===== src/sv/cbsd_pkg.sv =====
// Shared types and command codes for the command byte stream decoder.
`default_nettype none

package cbsd_pkg;

    // Command codes seen in the idle phase
    localparam logic [7:0] CMD_BUTTON = 8'd1;
    localparam logic [7:0] CMD_TEXT   = 8'd20;

    // Result kinds
    localparam logic KIND_KEY  = 1'b0;
    localparam logic KIND_TEXT = 1'b1;

    // Decoder phase
    typedef enum logic [2:0] {
        PH_IDLE  = 3'd0,
        PH_KEY   = 3'd1,
        PH_PRESS = 3'd2,
        PH_LEN   = 3'd3,
        PH_CHARS = 3'd4
    } phase_t;

endpackage

`default_nettype wire


===== src/sv/command_byte_stream_decoder.sv =====
// Command byte stream decoder: input register, phase machine and result register.
//
// Usage:
//   Input channel data_valid/data_ready/data_byte carries one stream byte per
//   transfer. Output channel result_valid/result_ready carries key events
//   (result_kind 0: key_code, press_type) and console text characters
//   (result_kind 1: text_char, text_last).
//   Button command: 1, key code, press type -> one key event on the last byte.
//   Text command: 20, length, then length characters, each one a result;
//   a zero length ends the command on the length byte.
//   Other bytes while idle produce no result.
// Registers: a byte accepted on the input passes through two register stages,
//   the input register and then the result register.
// Throughput: one byte per cycle while the result slot is free or being taken.
// Reset: phase returns to idle, both register stages are emptied.
// Stall: while a result waits on result_ready, the byte in the input register
//   holds and data_ready drops once that register is full; bytes that give no
//   result also wait behind a pending result so ordering is kept simple.
`default_nettype none

module command_byte_stream_decoder
    import cbsd_pkg::*;
(
    input  wire logic       clk,
    input  wire logic       rst_n,
    input  wire logic       data_valid,
    output logic            data_ready,
    input  wire logic [7:0] data_byte,
    output logic            result_valid,
    input  wire logic       result_ready,
    output logic            result_kind,
    output logic [7:0]      key_code,
    output logic [7:0]      press_type,
    output logic [7:0]      text_char,
    output logic            text_last
);

    // Input register
    logic       in_vld_reg;
    logic [7:0] in_byte_reg;

    // Decoder state
    phase_t     phase_reg, phase_next;
    logic [7:0] held_key_reg, held_key_next;
    logic [7:0] text_length_reg, text_length_next;
    logic [7:0] chars_received_reg, chars_received_next;

    // Result register
    logic       out_vld_reg;
    logic       kind_reg;
    logic [7:0] key_reg;
    logic [7:0] press_reg;
    logic [7:0] char_reg;
    logic       last_reg;

    logic       emit;
    logic       emit_kind;
    logic [7:0] emit_key;
    logic [7:0] emit_press;
    logic [7:0] emit_char;
    logic       emit_last;
    logic [7:0] count_inc;

    logic out_free;
    logic advance;

    // Handshake: the held byte moves on when the result slot is free
    assign out_free   = !out_vld_reg || result_ready;
    assign advance    = in_vld_reg && out_free;
    assign data_ready = !in_vld_reg || advance;

    assign count_inc = chars_received_reg + 8'd1;

    // Next phase and result for the held byte
    always_comb
    begin
        phase_next          = phase_reg;
        held_key_next       = held_key_reg;
        text_length_next    = text_length_reg;
        chars_received_next = chars_received_reg;
        emit       = 1'b0;
        emit_kind  = KIND_KEY;
        emit_key   = 8'd0;
        emit_press = 8'd0;
        emit_char  = 8'd0;
        emit_last  = 1'b0;
        unique case (phase_reg)
            PH_KEY:
            begin
                held_key_next = in_byte_reg;
                phase_next    = PH_PRESS;
            end
            PH_PRESS:
            begin
                emit       = 1'b1;
                emit_kind  = KIND_KEY;
                emit_key   = held_key_reg;
                emit_press = in_byte_reg;
                phase_next = PH_IDLE;
            end
            PH_LEN:
            begin
                text_length_next    = in_byte_reg;
                chars_received_next = 8'd0;
                phase_next = (in_byte_reg == 8'd0) ? PH_IDLE : PH_CHARS;
            end
            PH_CHARS:
            begin
                chars_received_next = count_inc;
                emit      = 1'b1;
                emit_kind = KIND_TEXT;
                emit_char = in_byte_reg;
                if (count_inc == text_length_reg)
                begin
                    emit_last  = 1'b1;
                    phase_next = PH_IDLE;
                end
            end
            default:
            begin
                if (in_byte_reg == CMD_BUTTON)
                    phase_next = PH_KEY;
                else if (in_byte_reg == CMD_TEXT)
                    phase_next = PH_LEN;
                else
                    phase_next = PH_IDLE;
            end
        endcase
    end

    // Input register stage
    always_ff @(posedge clk or negedge rst_n)
    begin
        if (!rst_n)
            in_vld_reg <= 1'b0;
        else if (data_ready)
            in_vld_reg <= data_valid;
    end

    always_ff @(posedge clk)
    begin
        if (data_ready && data_valid)
            in_byte_reg <= data_byte;
    end

    // Phase and counters
    always_ff @(posedge clk or negedge rst_n)
    begin
        if (!rst_n)
        begin
            phase_reg          <= PH_IDLE;
            held_key_reg       <= 8'd0;
            text_length_reg    <= 8'd0;
            chars_received_reg <= 8'd0;
        end
        else if (advance)
        begin
            phase_reg          <= phase_next;
            held_key_reg       <= held_key_next;
            text_length_reg    <= text_length_next;
            chars_received_reg <= chars_received_next;
        end
    end

    // Result register valid
    always_ff @(posedge clk or negedge rst_n)
    begin
        if (!rst_n)
            out_vld_reg <= 1'b0;
        else if (out_free)
            out_vld_reg <= advance && emit;
    end

    // Result payload
    always_ff @(posedge clk)
    begin
        if (advance && emit)
        begin
            kind_reg  <= emit_kind;
            key_reg   <= emit_key;
            press_reg <= emit_press;
            char_reg  <= emit_char;
            last_reg  <= emit_last;
        end
    end

    assign result_valid = out_vld_reg;
    assign result_kind  = kind_reg;
    assign key_code     = key_reg;
    assign press_type   = press_reg;
    assign text_char    = char_reg;
    assign text_last    = last_reg;

endmodule

`default_nettype wire


===== config.mk =====
export PLATFORM = sky130hd
export DESIGN_NAME = command_byte_stream_decoder
export DESIGN_NICKNAME = d
export VERILOG_FILES = /design/src/sv/cbsd_pkg.sv /design/src/sv/command_byte_stream_decoder.sv
export SDC_FILE = /design/constraint.sdc
export NUM_CORES = 1
export LEC_CHECK = 0
export BUFFER_PORTS_ARGS = -buffer_cell sky130_fd_sc_hd__buf_2
export CAP_MARGIN = 0
export CORE_ASPECT_RATIO = 1.2
export CORE_MARGIN = 2
export CORE_UTILIZATION = 61
export DETAILED_ROUTE_END_ITERATION = 10
export PLACE_DENSITY_LB_ADDON = 0.08
export SYNTH_ARGS = -nofsm -noshare
export SYNTH_HDL_FRONTEND = slang
export SYNTH_SLANG_ARGS = --single-unit

===== constraint.sdc =====
create_clock -name clk -period 5.74 [get_ports clk]
set_input_delay 1.722 -clock clk [delete_from_list [all_inputs] [get_ports clk]]
set_output_delay 1.722 -clock clk [all_outputs]
set_load 0.02 [all_outputs]

==> results.ini <==
[run_status]
outcome = complete, no violations

[critical_path]
start_kind = input port
cp_max_fo = 3
max_stage_delay_ns = 0.19
cp_cell_sequence = buf_2 > nand3b_1 > buf_2
critical_path_required_ns = 4.02
crit_buf_inv = 2
cp.depth = 3
critPathCaptureType = output pin
path_class = input port to output pin
slowest_stage = nand3b_1
path_common_cell = buf_2
crit_family = buffers and inverters
r2r_cells = 3
cp_data_arrival_time_ns = 2.20

[yosys]
synthTopCellsByArea = edfxtp_1 (37%), dfrtp_1 (26%), mux2_2 (6.5%), and2_1 (5.6%), xnor2_1 (1.9%)
syn_area_sq_um = 2780
synthCells = 207
synth_top_cell_by_area = edfxtp_1
yosysMostFrequentCell = edfxtp_1
yosys_most_used_dff = edfxtp_1
synth-simple-area-share_pct = 17.0
async_flop_share_pct = 46.0
syn_nets = 220
synth_top_family_by_area = simple AND/OR/NAND/NOR gates
synth.top_cell.area_share_pct = 36.8
yosysWarnings = 0
synth_compound_area_share_pct = 7.84
synthMuxAreaShare_pct = 6.85
synth-seq-cells = 63
seq_area_frac_synth_pct = 62.9
syn_area_per_cell_sq_um = 13.4
synth_cell_types = 49
synthXorXnorAreaFrac_pct = 2.84
ys_top_cells_by_count = edfxtp_1 (34), dfrtp_1 (29), and2_1 (25)
synthAdderAreaFrac_pct = 0.451
synth_edf_count = 34

[sta]
rsz0062_at_grt = false
setup_violations = 0
setup_tns_ns = 0
whs_ns = 0.500
final_hold_viol_count = 0
period_share_pct = 68.4
fin_worst_skew_ns = 0.00561
slew_viol_final = 0
tightest_slew_ns = 1.16
max_slew_margin_pct = 22.7
min_period_ns = 3.92
max_freq_mhz = 255

[clock_network]
cts_tree = built
clkLatencyLatePin_ns = 0.33
cts_resized = 0
ctsHoldBuffers = 0
clock-sinks = 63
ctsLongestPathBuffers = 2
clkTransAtPathRegs_ns = 0.06
cts_max_level = 3
cts_buffers = 9
postCtsSetupBuffers = 0
cts-root-buf = clkbuf_8

[die]
fp-row-count = 26
die_w_um = 65.6
die_area_sq_um = 5110
initial_core_util_pct = 64.1
ios = 40
core_area_sq_um = 4330
die_h_um = 77.9

[drt]
vias = 1758
wire_per_inst_um = 15.7
dr.pass1.iters = 5
detail-route-antenna-nets = 0
drt_iter0_drc = 111
drc = 0
wl_um = 4860
vias_per_cell = 5.69

[cells_and_area]
antenna_cells = 0
final_area_sq_um = 3180
final_net_count = 261
instances_no_fill = 309
syn_to_final_growth_pct = 14.4
drive_gt1_share_pct = 30.4
fillCellCount = 291

[place]
port_buffers = 39
place_congestion = 0.815
dpl_cell_area_sq_um = 2990
placed_cells = 293
hpwl_um = 3490

[global_route]
grt_pass1_wl_um = 8180
globalRouteTotalUtil_pct = 21.8
grt_max_degree = 30
antenna_found_initial = 0
grt_overflow = 0
first_global_vias = 1744

[worst_hold_path]
hold_class = flop to flop
min_path_cells = 1

[power]
p_per_area_nw_per_um2 = 395
peakVddDrop_uv = 298
power.leakage_nw = 1.34

[run]
maxCapViolCount = 0

==> layout make-up <==
class / instances / area [sq um] / share of cell area, %
multi-input cells: 134 / 978 / 30.8
well taps: 56 / 70.1 / 2.21
repair buffers: 39 / 195 / 6.15
clock buffers: 12 / 135 / 4.26
clock inverters: 4 / 46.3 / 1.46
flip-flops and latches: 63 / 1750 / 55.0
inverters: 1 / 3.75 / 0.118
==> final timing paths <==
path	startpoint	end	slack [ns]
worst max-delay path	result_ready	data_ready	1.82
worst min-delay path	held_key_reg[0]	held_key_reg[0]	0.50
worst max register to register	phase_reg[0]	key_code[7]	2.95
worst min register to register	held_key_reg[0]	held_key_reg[0]	0.50
max in group asynchronous	rst_n	text_length_reg[6]	3.91
min in group asynchronous	rst_n	text_length_reg[0]	1.41
==> cell families (layout without fill, tap and decap cells) <==
family	after synthesis	count (layout)
fa+ha+maj	1	1
mux	17	17
xor+xnor	9	9
buf+inv	10	56
simple gates	74	74
compound gates	33	33
flops	63	63
==> routing by layer <==
metal / vias up / GRT usage, % / part of all wire (%)
met5: - / 0 / 0
met3: 6 / 5.80 / 5.1
met2: 68 / 34.8 / 51
li1: 845 / - / -
met4: 0 / 8.96 / 0.97
met1: 839 / 28.2 / 43
==> power breakdown <==
group	internal (mW)	total [mW]	switching, mW
combinational	0.104	0.283	0.179
sequential	0.567	0.618	0.0511
clock	0.199	0.353	0.154
==> cells in the final DEF, fill, tap and decap left out, types with 2 or more instances in the layout <==
cell type	count
a21oi_1	5
a22o_1	2
a31oi_1	3
and2_1	25
and2_2	2
and3_1	2
buf_2	39
clkbuf_1	3
clkbuf_8	9
dfrtp_1	29
edfxtp_1	34
mux2_2	16
nand2_1	8
nand2b_1	2
nand3_1	5
nor2_1	7
nor2b_1	4
nor3_1	2
nor4_1	2
o21ai_0	6
o21ai_1	3
o31ai_1	5
o41ai_1	2
xnor2_1	6
xor2_1	3
==> through the flow <==
stage	total power, mW	util, %	worst slack, ns
2_1_floorplan	0.833	-	2.02
3_3_place_gp	0.898	69.1	1.86
3_5_place_dp	0.910	69.1	1.83
4_1_cts	1.26	73.3	1.82
5_1_grt	1.33	73.4	1.80
6_report	1.25	73.4	1.82
==> worst register-to-register path, delay by kind of cell, from the launching register on <==
family           cells  cell delay [ns]
DFF                  1             0.51
and+or+nand+nor      3             1.89
(Power assumes the default switching activity.)
